==> src/rtl/scl_pkg.sv <==
package scl_pkg;

    localparam int OP_W        = 2;
    localparam int SYM_W       = 8;
    localparam int TGT_W       = 6;
    localparam int LEN_W       = 7;
    localparam int QUEUE_DEPTH = 2;

    localparam logic [OP_W-1:0] OP_APPEND_FIRST  = 2'd0;
    localparam logic [OP_W-1:0] OP_APPEND_SECOND = 2'd1;
    localparam logic [OP_W-1:0] OP_QUERY         = 2'd2;

    typedef enum logic [1:0] {
        CMD_APPEND_FIRST,
        CMD_APPEND_SECOND,
        CMD_QUERY
    } cmd_kind_t;

    typedef struct packed {
        cmd_kind_t          kind;
        logic [SYM_W-1:0]   symbol;
        logic [TGT_W-1:0]   target;
    } cmd_t;

    typedef enum logic {
        ST_IDLE,
        ST_SWEEP
    } eng_state_t;

endpackage

==> src/rtl/scl_in_if.sv <==
interface scl_in_if import scl_pkg::*; ();
    logic               valid;
    logic               ready;
    logic [OP_W-1:0]    operation;
    logic [SYM_W-1:0]   symbol;
    logic [TGT_W-1:0]   target_common;

    modport source (output valid, output operation, output symbol, output target_common,
                    input ready);
    modport sink   (input valid, input operation, input symbol, input target_common,
                    output ready);
endinterface

==> src/rtl/scl_out_if.sv <==
interface scl_out_if import scl_pkg::*; ();
    logic               valid;
    logic               ready;
    logic               reachable;
    logic [LEN_W-1:0]   super_length;
    logic               overflow;

    modport source (output valid, output reachable, output super_length, output overflow,
                    input ready);
    modport sink   (input valid, input reachable, input super_length, input overflow,
                    output ready);
endinterface

==> src/rtl/scl_front.sv <==
module scl_front import scl_pkg::*; (
    scl_in_if.sink  items,
    input  logic    full,
    output logic    push,
    output cmd_t    push_cmd
);

    assign items.ready = !full;

    always_comb
    begin
        push_cmd.symbol = items.symbol;
        push_cmd.target = items.target_common;
        push_cmd.kind   = CMD_QUERY;
        push            = 1'b0;
        case (items.operation)
            OP_APPEND_FIRST:
            begin
                push_cmd.kind = CMD_APPEND_FIRST;
                push          = items.valid && !full;
            end
            OP_APPEND_SECOND:
            begin
                push_cmd.kind = CMD_APPEND_SECOND;
                push          = items.valid && !full;
            end
            OP_QUERY:
            begin
                push_cmd.kind = CMD_QUERY;
                push          = items.valid && !full;
            end
            default:
            begin
                // drop the unused code
                push = 1'b0;
            end
        endcase
    end

endmodule

==> src/rtl/scl_queue.sv <==
module scl_queue import scl_pkg::*; (
    input  logic    clk,
    input  logic    rst_n,
    input  logic    push,
    input  cmd_t    push_cmd,
    output logic    full,
    output logic    head_valid,
    output cmd_t    head_cmd,
    input  logic    pop
);

    localparam int PTR_W = (QUEUE_DEPTH > 1) ? $clog2(QUEUE_DEPTH) : 1;
    localparam int CNT_W = $clog2(QUEUE_DEPTH + 1);

    cmd_t               slot_reg [QUEUE_DEPTH];
    logic [PTR_W-1:0]   wr_ptr_reg;
    logic [PTR_W-1:0]   wr_ptr_next;
    logic [PTR_W-1:0]   rd_ptr_reg;
    logic [PTR_W-1:0]   rd_ptr_next;
    logic [CNT_W-1:0]   count_reg;
    logic [CNT_W-1:0]   count_next;

    assign full       = (count_reg == CNT_W'(QUEUE_DEPTH));
    assign head_valid = (count_reg != '0);
    assign head_cmd   = slot_reg[rd_ptr_reg];

    always_comb
    begin
        wr_ptr_next = wr_ptr_reg;
        rd_ptr_next = rd_ptr_reg;
        count_next  = count_reg;
        if (push)
        begin
            wr_ptr_next = (wr_ptr_reg == PTR_W'(QUEUE_DEPTH - 1)) ? '0 : wr_ptr_reg + 1'b1;
        end
        if (pop)
        begin
            rd_ptr_next = (rd_ptr_reg == PTR_W'(QUEUE_DEPTH - 1)) ? '0 : rd_ptr_reg + 1'b1;
        end
        if (push && !pop)
        begin
            count_next = count_reg + 1'b1;
        end
        else if (pop && !push)
        begin
            count_next = count_reg - 1'b1;
        end
    end

    always_ff @(posedge clk or negedge rst_n)
    begin
        if (!rst_n)
        begin
            wr_ptr_reg <= '0;
            rd_ptr_reg <= '0;
            count_reg  <= '0;
        end
        else
        begin
            wr_ptr_reg <= wr_ptr_next;
            rd_ptr_reg <= rd_ptr_next;
            count_reg  <= count_next;
        end
    end

    always_ff @(posedge clk)
    begin
        if (push)
        begin
            slot_reg[wr_ptr_reg] <= push_cmd;
        end
    end

    a_count_bound: assert property (@(posedge clk) disable iff (!rst_n)
        count_reg <= CNT_W'(QUEUE_DEPTH))
        else $error("queue count beyond depth");

    a_no_push_full: assert property (@(posedge clk) disable iff (!rst_n)
        push |-> (count_reg != CNT_W'(QUEUE_DEPTH)))
        else $error("push into full queue");

    a_no_pop_empty: assert property (@(posedge clk) disable iff (!rst_n)
        pop |-> (count_reg != '0))
        else $error("pop from empty queue");

endmodule

==> src/rtl/scl_engine.sv <==
module scl_engine import scl_pkg::*; #(
    parameter int MAX_LEN = 32
) (
    input  logic        clk,
    input  logic        rst_n,
    input  logic        cmd_valid,
    input  cmd_t        cmd,
    output logic        cmd_pop,
    scl_out_if.source   results
);

    localparam int CNT_W = $clog2(MAX_LEN + 1);
    localparam int IDX_W = (MAX_LEN > 1) ? $clog2(MAX_LEN) : 1;

    eng_state_t         state_reg;
    eng_state_t         state_next;

    logic [SYM_W-1:0]   a_line_reg [MAX_LEN];
    logic [SYM_W-1:0]   a_line_next [MAX_LEN];
    logic [SYM_W-1:0]   b_line_reg [MAX_LEN];
    logic [SYM_W-1:0]   b_line_next [MAX_LEN];
    logic [CNT_W-1:0]   row_reg [MAX_LEN];
    logic [CNT_W-1:0]   row_next [MAX_LEN];

    logic [CNT_W-1:0]   m_reg;
    logic [CNT_W-1:0]   m_next;
    logic [CNT_W-1:0]   n_reg;
    logic [CNT_W-1:0]   n_next;
    logic               drop_reg;
    logic               drop_next;
    logic [CNT_W-1:0]   row_idx_reg;
    logic [CNT_W-1:0]   row_idx_next;
    logic [CNT_W-1:0]   col_reg;
    logic [CNT_W-1:0]   col_next;
    logic [CNT_W-1:0]   diag_reg;
    logic [CNT_W-1:0]   diag_next;
    logic [CNT_W-1:0]   left_reg;
    logic [CNT_W-1:0]   left_next;
    logic [TGT_W-1:0]   target_reg;
    logic [TGT_W-1:0]   target_next;

    logic               out_valid_reg;
    logic               out_valid_next;
    logic               reach_reg;
    logic               reach_next;
    logic [LEN_W-1:0]   len_reg;
    logic [LEN_W-1:0]   len_next;
    logic               over_reg;
    logic               over_next;

    logic [CNT_W-1:0]   up;
    logic [CNT_W-1:0]   cur;
    logic               match;
    logic               sweep_ok;

    assign results.valid        = out_valid_reg;
    assign results.reachable    = reach_reg;
    assign results.super_length = len_reg;
    assign results.overflow     = over_reg;

    assign up       = row_reg[0];
    assign match    = (a_line_reg[0] == b_line_reg[0]);
    assign cur      = match ? diag_reg + 1'b1 : ((up > left_reg) ? up : left_reg);
    assign sweep_ok = (TGT_W'(cur) >= target_reg);

    always_comb
    begin
        state_next     = state_reg;
        a_line_next    = a_line_reg;
        b_line_next    = b_line_reg;
        row_next       = row_reg;
        m_next         = m_reg;
        n_next         = n_reg;
        drop_next      = drop_reg;
        row_idx_next   = row_idx_reg;
        col_next       = col_reg;
        diag_next      = diag_reg;
        left_next      = left_reg;
        target_next    = target_reg;
        out_valid_next = out_valid_reg && !results.ready;
        reach_next     = reach_reg;
        len_next       = len_reg;
        over_next      = over_reg;
        cmd_pop        = 1'b0;

        case (state_reg)
            ST_IDLE:
            begin
                if (cmd_valid)
                begin
                    case (cmd.kind)
                        CMD_APPEND_FIRST:
                        begin
                            cmd_pop = 1'b1;
                            if (m_reg < CNT_W'(MAX_LEN))
                            begin
                                a_line_next[m_reg[IDX_W-1:0]] = cmd.symbol;
                                m_next = m_reg + 1'b1;
                            end
                            else
                            begin
                                drop_next = 1'b1;
                            end
                        end
                        CMD_APPEND_SECOND:
                        begin
                            cmd_pop = 1'b1;
                            if (n_reg < CNT_W'(MAX_LEN))
                            begin
                                b_line_next[n_reg[IDX_W-1:0]] = cmd.symbol;
                                n_next = n_reg + 1'b1;
                            end
                            else
                            begin
                                drop_next = 1'b1;
                            end
                        end
                        CMD_QUERY:
                        begin
                            if (!out_valid_reg || results.ready)
                            begin
                                cmd_pop     = 1'b1;
                                target_next = cmd.target;
                                if (m_reg == '0 || n_reg == '0)
                                begin
                                    out_valid_next = 1'b1;
                                    reach_next     = (cmd.target == '0);
                                    len_next       = (cmd.target == '0)
                                                   ? LEN_W'(m_reg) + LEN_W'(n_reg) : '0;
                                    over_next      = drop_reg;
                                    m_next         = '0;
                                    n_next         = '0;
                                    drop_next      = 1'b0;
                                end
                                else
                                begin
                                    for (int k = 0; k < MAX_LEN; k++)
                                    begin
                                        row_next[k] = '0;
                                    end
                                    row_idx_next = CNT_W'(1);
                                    col_next     = '0;
                                    diag_next    = '0;
                                    left_next    = '0;
                                    state_next   = ST_SWEEP;
                                end
                            end
                        end
                        default:
                        begin
                            cmd_pop = 1'b1;
                        end
                    endcase
                end
            end
            ST_SWEEP:
            begin
                for (int k = 0; k < MAX_LEN - 1; k++)
                begin
                    row_next[k]    = row_reg[k + 1];
                    b_line_next[k] = b_line_reg[k + 1];
                end
                row_next[MAX_LEN-1]    = cur;
                b_line_next[MAX_LEN-1] = b_line_reg[0];
                diag_next = up;
                left_next = cur;
                if (row_idx_reg == m_reg && col_reg == n_reg - 1'b1)
                begin
                    out_valid_next = 1'b1;
                    reach_next     = sweep_ok;
                    len_next       = sweep_ok ? LEN_W'(m_reg) + LEN_W'(n_reg)
                                              - LEN_W'(target_reg) : '0;
                    over_next      = drop_reg;
                    m_next         = '0;
                    n_next         = '0;
                    drop_next      = 1'b0;
                    state_next     = ST_IDLE;
                end
                else if (col_reg == CNT_W'(MAX_LEN - 1))
                begin
                    // advance to the next row of the first string
                    for (int k = 0; k < MAX_LEN - 1; k++)
                    begin
                        a_line_next[k] = a_line_reg[k + 1];
                    end
                    a_line_next[MAX_LEN-1] = a_line_reg[0];
                    col_next     = '0;
                    row_idx_next = row_idx_reg + 1'b1;
                    diag_next    = '0;
                    left_next    = '0;
                end
                else
                begin
                    col_next = col_reg + 1'b1;
                end
            end
            default:
            begin
                state_next = ST_IDLE;
            end
        endcase
    end

    always_ff @(posedge clk or negedge rst_n)
    begin
        if (!rst_n)
        begin
            state_reg     <= ST_IDLE;
            m_reg         <= '0;
            n_reg         <= '0;
            drop_reg      <= 1'b0;
            row_idx_reg   <= '0;
            col_reg       <= '0;
            out_valid_reg <= 1'b0;
        end
        else
        begin
            state_reg     <= state_next;
            m_reg         <= m_next;
            n_reg         <= n_next;
            drop_reg      <= drop_next;
            row_idx_reg   <= row_idx_next;
            col_reg       <= col_next;
            out_valid_reg <= out_valid_next;
        end
    end

    always_ff @(posedge clk)
    begin
        a_line_reg <= a_line_next;
        b_line_reg <= b_line_next;
        row_reg    <= row_next;
        diag_reg   <= diag_next;
        left_reg   <= left_next;
        target_reg <= target_next;
        reach_reg  <= reach_next;
        len_reg    <= len_next;
        over_reg   <= over_next;
    end

    a_row_in_range: assert property (@(posedge clk) disable iff (!rst_n)
        (state_reg == ST_SWEEP) |-> (row_idx_reg != '0 && row_idx_reg <= m_reg))
        else $error("sweep row outside first string");

    a_last_row_col: assert property (@(posedge clk) disable iff (!rst_n)
        (state_reg == ST_SWEEP) |-> (row_idx_reg != m_reg || col_reg < n_reg))
        else $error("sweep ran past the answer cell");

    a_count_bound: assert property (@(posedge clk) disable iff (!rst_n)
        (m_reg <= CNT_W'(MAX_LEN) && n_reg <= CNT_W'(MAX_LEN)))
        else $error("string count beyond capacity");

    a_no_pop_sweep: assert property (@(posedge clk) disable iff (!rst_n)
        (state_reg == ST_SWEEP) |-> !cmd_pop)
        else $error("word taken during sweep");

endmodule

==> src/rtl/supersequence_by_common_length_dp_core.sv <==
// Common supersequence check with a required number of shared symbols.
//
// Channels: items (sink) carries operation, symbol and target_common;
// results (source) carries reachable, super_length and overflow. Both use
// valid/ready; a word moves when both are high.
// Operation 0 appends symbol to the first string, 1 to the second, 2 runs a
// query; operation 3 is taken and discarded. Appends past MAX_LEN are dropped
// and reported in overflow of the next result.
// Words go through a decoder into a two-entry queue; the engine drains it.
// Appends: one word per cycle while the queue has room; applied when popped.
// Query with m, n > 0: the engine sweeps an LCS row held in a shift line,
// one column per cycle and MAX_LEN columns per row, and registers the result
// when the sweep reaches column n-1 of row m.
// With m or n zero the engine registers the result without a sweep.
// The queue keeps taking words during a sweep until it is full.
// Reset empties the queue, clears both strings and the overflow flag.
// A stalled result holds in the output register; a further query waits for
// it to drain, and appends behind that query wait in the queue.
module supersequence_by_common_length_dp_core import scl_pkg::*; #(
    parameter int MAX_LEN = 32
) (
    input  logic        clk,
    input  logic        rst_n,
    scl_in_if.sink      items,
    scl_out_if.source   results
);

    logic   push;
    cmd_t   push_cmd;
    logic   full;
    logic   head_valid;
    cmd_t   head_cmd;
    logic   pop;

    scl_front u_front (
        .items    (items),
        .full     (full),
        .push     (push),
        .push_cmd (push_cmd)
    );

    scl_queue u_queue (
        .clk        (clk),
        .rst_n      (rst_n),
        .push       (push),
        .push_cmd   (push_cmd),
        .full       (full),
        .head_valid (head_valid),
        .head_cmd   (head_cmd),
        .pop        (pop)
    );

    scl_engine #(
        .MAX_LEN (MAX_LEN)
    ) u_engine (
        .clk       (clk),
        .rst_n     (rst_n),
        .cmd_valid (head_valid),
        .cmd       (head_cmd),
        .cmd_pop   (pop),
        .results   (results)
    );

endmodule
==> src/flat_wrapper.sv <==
// flat-port wrapper written by rule: the top's interface ports become plain ports
module supersequence_by_common_length_dp_core_flat import scl_pkg::*;
#(
    parameter int MAX_LEN = 32
)
  (clk, rst_n, items_valid, items_operation, items_symbol, items_target_common, items_ready, results_valid, results_reachable, results_super_length, results_overflow, results_ready);
  scl_in_if items_i ();
  scl_out_if results_i ();
  input  logic clk;
  input  logic rst_n;
  input wire logic [$bits(items_i.valid)-1:0] items_valid;
  input wire logic [$bits(items_i.operation)-1:0] items_operation;
  input wire logic [$bits(items_i.symbol)-1:0] items_symbol;
  input wire logic [$bits(items_i.target_common)-1:0] items_target_common;
  output wire logic [$bits(items_i.ready)-1:0] items_ready;
  output wire logic [$bits(results_i.valid)-1:0] results_valid;
  output wire logic [$bits(results_i.reachable)-1:0] results_reachable;
  output wire logic [$bits(results_i.super_length)-1:0] results_super_length;
  output wire logic [$bits(results_i.overflow)-1:0] results_overflow;
  input wire logic [$bits(results_i.ready)-1:0] results_ready;
  assign items_i.valid = items_valid;
  assign items_i.operation = items_operation;
  assign items_i.symbol = items_symbol;
  assign items_i.target_common = items_target_common;
  assign items_ready = items_i.ready;
  assign results_valid = results_i.valid;
  assign results_reachable = results_i.reachable;
  assign results_super_length = results_i.super_length;
  assign results_overflow = results_i.overflow;
  assign results_i.ready = results_ready;
  supersequence_by_common_length_dp_core #(.MAX_LEN(MAX_LEN)) u_core (.clk(clk), .rst_n(rst_n), .items(items_i), .results(results_i));
endmodule
==> config.mk <==
export PLATFORM = sky130hd
export DESIGN_NAME = supersequence_by_common_length_dp_core_flat
export DESIGN_NICKNAME = d
export VERILOG_FILES = /design/src/rtl/scl_pkg.sv /design/src/rtl/scl_in_if.sv /design/src/rtl/scl_out_if.sv /design/src/rtl/scl_front.sv /design/src/rtl/scl_queue.sv /design/src/rtl/scl_engine.sv /design/src/rtl/supersequence_by_common_length_dp_core.sv /design/src/flat_wrapper.sv
export SDC_FILE = /design/constraint.sdc
export NUM_CORES = 1
export LEC_CHECK = 0
export BUFFER_PORTS_ARGS = -buffer_cell sky130_fd_sc_hd__buf_4
export CORE_MARGIN = 8
export CORE_UTILIZATION = 50
export DETAILED_ROUTE_END_ITERATION = 16
export PLACE_DENSITY = 0.65
export SYNTH_ARGS = -nofsm -noshare
export SYNTH_HDL_FRONTEND = slang
export SYNTH_SLANG_ARGS = --single-unit
==> constraint.sdc <==
create_clock -name clk -period 33.8 [get_ports clk]
set_input_delay 10.14 -clock clk [delete_from_list [all_inputs] [get_ports clk]]
set_output_delay 10.14 -clock clk [all_outputs]
set_load 0.005 [all_outputs]
Word-level counts from Yosys, hierarchy flattened
Memory sizes are Yosys's and may differ from the RTL's.
Cells that the tools add are included.
- $add $sub $neg: 12
- $mul: 0
- div/mod/pow operators: 0
- magnitude comparators: 8
- equality and inequality tests: 30
- shift-type cells: 0
- mux-type cells: 106
- bitwise logic cells: 3
- reductions and logical operators: 32
- operators by type and width (cell ; number):
    $mux W256 ; 8
    $pmux W256 S2 ; 2
    $mux W192 ; 4
    $bwmux W256 ; 2
    $pmux W192 S2 ; 1
    $mux W6 ; 25
    $pmux W6 S2 ; 8
    $demux W8 S5 ; 2
    $mux W7 ; 7
    $mux W1 ; 35
    $add A6 B1 Y6 const B ; 5
    $logic_not A6 Y1 ; 3
    $ne A3 B3 Y1 const B ; 6
    $reduce_and A6 Y1 ; 3
    $mux W8 ; 2
    $reduce_and A5 Y1 ; 3
    $pmux W7 S2 ; 1
    $eq A6 B6 Y1 ; 2
    $ge A6 B6 Y1 const B ; 2
    $lt A6 B1 Y1 const B ; 2
    $lt A6 B6 Y1 const B ; 2
    $ne A2 B1 Y1 const B ; 6
    $ne A2 B2 Y1 const B ; 6
    $not A5 Y6 ; 2
    28 further kinds ; 52
- flip-flop bits (word level): 762
- latch bits: 0
- RAM bits: 32
- memory bits (read-only): 0
- bits of input ports: 20
- output and inout bits: 11
- logic and storage cells: 304
- memories kept: 1
- memory list (memory ; words ; width ; read ports ; clocked after Yosys merged registers in ; write ports ; line ; text):
    u_core.u_queue.slot_reg ; 2 ; 16 ; 1 ; 0 ; 1 ; scl_queue.sv:15 ; cmd_t slot_reg [QUEUE_DEPTH];

Longest topological paths before layout
- depth in word-level cells: 10
- depth in mapped cells: 16

Cells and area by module
Synthesis repeated with hierarchy kept, for this count alone.
- cells, all modules: 2630
- area total of the unflattened synthesis: 33858.7 um^2
- by module, submodules not included (module ; instances ; cells each ; area an instance (um^2) ; sequential area each (um^2)):
    scl_engine ; 1 ; 2545 ; 32332.3 ; 22626.7
    scl_queue ; 1 ; 66 ; 1395.1 ; 1061.0
    scl_front ; 1 ; 19 ; 131.4 ; 0.0

Worst setup path before layout
Ideal clock, no wire load.
- path kind: input to register
- start point: in results_ready
- end point: reg u_core.u_engine.diag_reg[0], enable pin
- setup time: 1.050 ns
- arrival: 24.645 ns
- data required time: 32.750 ns
- slack: 8.104 ns
- cell stages on the path: 3
- path buffers: 0
- cell sequence: nand2b_1 nand3_1 o21ai_0
- word-level cells in the longest chain between the ends: 3
- ends and longest elaborated chain (item ; line ; text):
    start: declaration ; flat_wrapper.sv:20 ; input wire logic [$bits(results_i.ready)-1:0] results_ready;
    $logic_or A1 B1 Y1 ; scl_engine.sv:120 ; if (!out_valid_reg || results.ready)
    $ne A2 B2 Y1 (no source line) ; n/a ;
    $reduce_and A4 Y1 (no source line) ; n/a ;
    end signal: assignment ; scl_engine.sv:233 ; diag_reg <= diag_next;
    end: declaration ; scl_engine.sv:35 ; logic [CNT_W-1:0] diag_reg;
Every way passes these cells.
A chain may end at the register's enable or synchronous reset.

Worst setup path in the final report
- start point: in results_ready
- end point: reg u_core.u_engine.row_reg[76] in the netlist's numbering, enable pin
- word-level cells in the longest chain between the ends: 3
- ends and longest elaborated chain (item ; line ; text):
    $logic_or A1 B1 Y1 ; scl_engine.sv:120 ;
    $ne A2 B2 Y1 (no source line) ; n/a ;
    $reduce_and A4 Y1 (no source line) ; n/a ;
    end signal: assignment ; scl_engine.sv:232 ; row_reg <= row_next;
    end: declaration ; scl_engine.sv:22 ; logic [CNT_W-1:0] row_reg [MAX_LEN];
Every way passes these cells.

==> summary.txt <==
Placed design
  • Port-buffer cells: 30
  • DP Area: 34600 sq um
  • Post-DP HPWL: 42400 um
  • Final GP Congestion: 0.817
  • Pre-CTS WS: 21.65 ns

Layout
  • Nets: 2497
  • Area Growth Syn to Fin: 10.1%
  • Design Area, Final: 37100 sq um
  • Storage cell area: 23700 sq um
  • Layout cell share with drive strength beyond 1: 8.29%
  • Fillers: 5368
  • N_diodes: 0
  • Multi-input gate area: 9250 sq um

Floorplanning
  • Number of I/O pins: 31
  • Die width: 276 um
  • Initial core utilization: 50.4%
  • Core Area: 66900 sq um
  • Die Area: 76000 sq um
  • # rows: 95
  • Die Y: 276 um

Synth
  • Synthesized Nets: 2532
  • Post-synth EDFFs: 763
  • Synth unique cells: 65
  • Ys flop type: edfxtp_1
  • Post-synthesis sequential area ratio: 70.3%
  • Async S/R FF share, synth: 3.90%
  • Cell Area, Synth: 33700 sq um
  • Synthesis warning total: 0
  • Avg Inst Size Synth: 13.6 sq um
  • Seq cells post-synth: 794
  • Mapped Cells: 2471

STA
  • Final hold viol count: 0
  • RSZ-0062 raised after global routing: no
  • Setup slack after layout: 22.22 ns
  • Worst slew pin tran: 1.20 ns
  • Min cycle time layout: 11.58 ns
  • Clk_skew: 0.0233 ns
  • Slew Viols, Final: 0
  • FMAX: 0.0863 GHz
  • Final period utilization: 34.3%
  • Setup TNS: 0 ns
  • Setup violators final: 0
  • Rel. slew slack: 19.0%

Power and ir drop
  • Sequential group share of total power: 55.1%
  • Switching fraction of total power: 19.6%
  • Combinational share of power: 1.2%
  • Leak pwr: 13.6 nW
  • P per Cell Area: 52.6 nW/um^2
  • Net switching power: 382 uW
  • Clock Power Share: 43.7%
  • VDD IR max: 54.8 uV
  • Total power: 1.95 mW
  • Internal Power: 1.57 mW

Route
  • Drt first pass iters: 6
  • Post-Route WL: 71600 um
  • Via count: 19900
  • Wirelength per Cell: 21.2 um
  • Routed Antenna Nets: 0
  • Initial drt markers: 1904
  • Drt drc: 0
  • Vias per cell: 5.89

Job
  • Max cap viols: 0

Clock network
  • Max H-tree Level: 3
  • Post-CTS Setup Repair Bufs: 0
  • Root Buffer: clkbuf_16
  • TritonCTS Buffers: 78
  • Worst-path clk slew: 0.06 ns
  • CTS tree: done
  • Clk sinks: 794
  • CTS Hold Buffers Added: 0
  • # resized after CTS: 0
  • Maximum buffer depth of the clock tree: 3
  • Worst skew pair latency: 0.62 ns

Worst setup path
  • Setup crit end kind: flop
  • Kind of critical path: input port to flop
  • Start point of the critical path: results_ready
  • Reg2reg start: u_core.u_engine.up[1]
  • CP required: 34.02 ns
  • Critical Path AT: 11.81 ns
  • CP startpoint kind: input port
  • Crit path max fanout: 204

Hold path
  • Hold Path Origin: u_core.u_queue.wr_ptr_reg
  • Worst hold path type: flop to flop

Global route
  • Largest net degree at the start of global routing: 222
  • Vias in the first global route: 20300
  • Overall routing resource usage: 18.9%
  • Initial antenna violation count: 0
  • Total congestion overflow: 0
  • First-pass GRT wire length: 114000 um

Outcome
  • Status: finished clean
Yosys cell counts, drive strengths merged, types with 14 or more instances:
master | n | area, sq um
edfxtp | 763 | 22900
nand2 | 305 | 1150
o21ai | 280 | 1420
a22o | 258 | 2260
and2 | 205 | 1280
clkbuf | 148 | 556
nor2 | 92 | 345
a21oi | 40 | 211
ha | 39 | 488
nand3 | 37 | 185
inv | 32 | 125
dfrtp | 31 | 776
mux2i | 24 | 240
xor2 | 23 | 201
buf | 20 | 121
nand2b | 18 | 120
xnor2 | 18 | 158
o21a | 17 | 128
a21boi | 16 | 120
nor3 | 16 | 125
or2 | 14 | 87.6
area by class of cell:
| type | instances | area share [%] |
|---|---|---|
| timing repair buffer | 53 | 1.14 |
| tap | 873 | 2.95 |
| sequential | 794 | 63.9 |
| multi-input combinational | 1476 | 24.9 |
| inverter | 33 | 0.347 |
| clock inverter | 39 | 1.07 |
| clock buffer | 101 | 5.69 |
power by group through the flow:
stage / registers, mW / clock network, mW / logic, mW
after floorplan: 1.10 / 0 / 0.0130
after global placement: 1.10 / 0 / 0.0223
after detailed placement: 1.10 / 0 / 0.0228
after CTS: 1.08 / 0.872 / 0.0230
after global routing: 1.08 / 0.908 / 0.0252
final: 1.08 / 0.853 / 0.0228
critical path: stages:
cell      delay, ns
buf_4          0.08
nand2b_1       0.17
nand3_1        0.25
o21ai_4        0.23
buf_12         0.63
cell usage in the layout (no fill, tap or decap), types with 7 or more instances in the layout:
master	instances
xor2_1	23
ha_1	39
clkbuf_16	80
nor2_2	8
nor3_1	12
o21a_1	17
and2_1	203
or2_2	12
nor2_1	84
a22o_1	258
o21ai_0	276
nand2b_1	17
inv_1	31
a21boi_1	14
xnor2_1	18
edfxtp_1	763
nand2_1	304
nand3_1	37
a21oi_1	38
mux2i_1	24
a21o_1	7
clkbuf_1	18
buf_4	51
clkinv_2	7
nor2b_1	11
clkinv_1	19
dfrtp_1	30
through the flow:
| step | util, % | hold WS (ns) | std cells |
|---|---|---|---|
| after floorplan | - | 0.447 | 2471 |
| after global placement | 51.7 | 0.475 | 3229 |
| after detailed placement | 51.7 | 0.496 | 3229 |
| after CTS | 55.4 | 0.502 | 3369 |
| after global routing | 55.4 | 0.529 | 3369 |
| final | 55.4 | 0.498 | 3369 |
cell families (layout without fill, tap and decap cells):
| group | after synthesis | after routing | synth area share, % |
|---|---|---|---|
| simple gates | 725 | 725 | 10.7 |
| xor+xnor | 41 | 41 | 1.07 |
| fa+ha+maj | 41 | 41 | 1.57 |
| flops | 794 | 794 | 70.3 |
| buf+inv | 201 | 226 | 2.39 |
| compound gates | 639 | 639 | 13.0 |
| mux | 30 | 30 | 0.924 |
layer usage:
metal / track usage (%) / vias up / routed length, um
met3: 3.35 / 111 / 4540
met4: 5.10 / 0 / 1510
met2: 31.0 / 669 / 34400
li1: - / 9105 / -
met5: 0 / - / 0
met1: 26.0 / 9969 / 31200
path summary, 6_finish.rpt:
path                                                            to  slack (ns)  cells after the start
min reg2reg                              u_core.u_queue.wr_ptr_reg        0.50                      1
max in group asynchronous                u_core.u_engine.state_reg       24.02                      1
min in group asynchronous            u_core.u_engine.results.valid        9.44                      1
max reg2reg                u_core.u_engine.results.super_length[5]       29.47                     15
max                                    u_core.u_engine.row_reg[76]       22.22                      5
min                                      u_core.u_queue.wr_ptr_reg        0.50                      1
No activity file was read; power rests on OpenSTA's default activity.
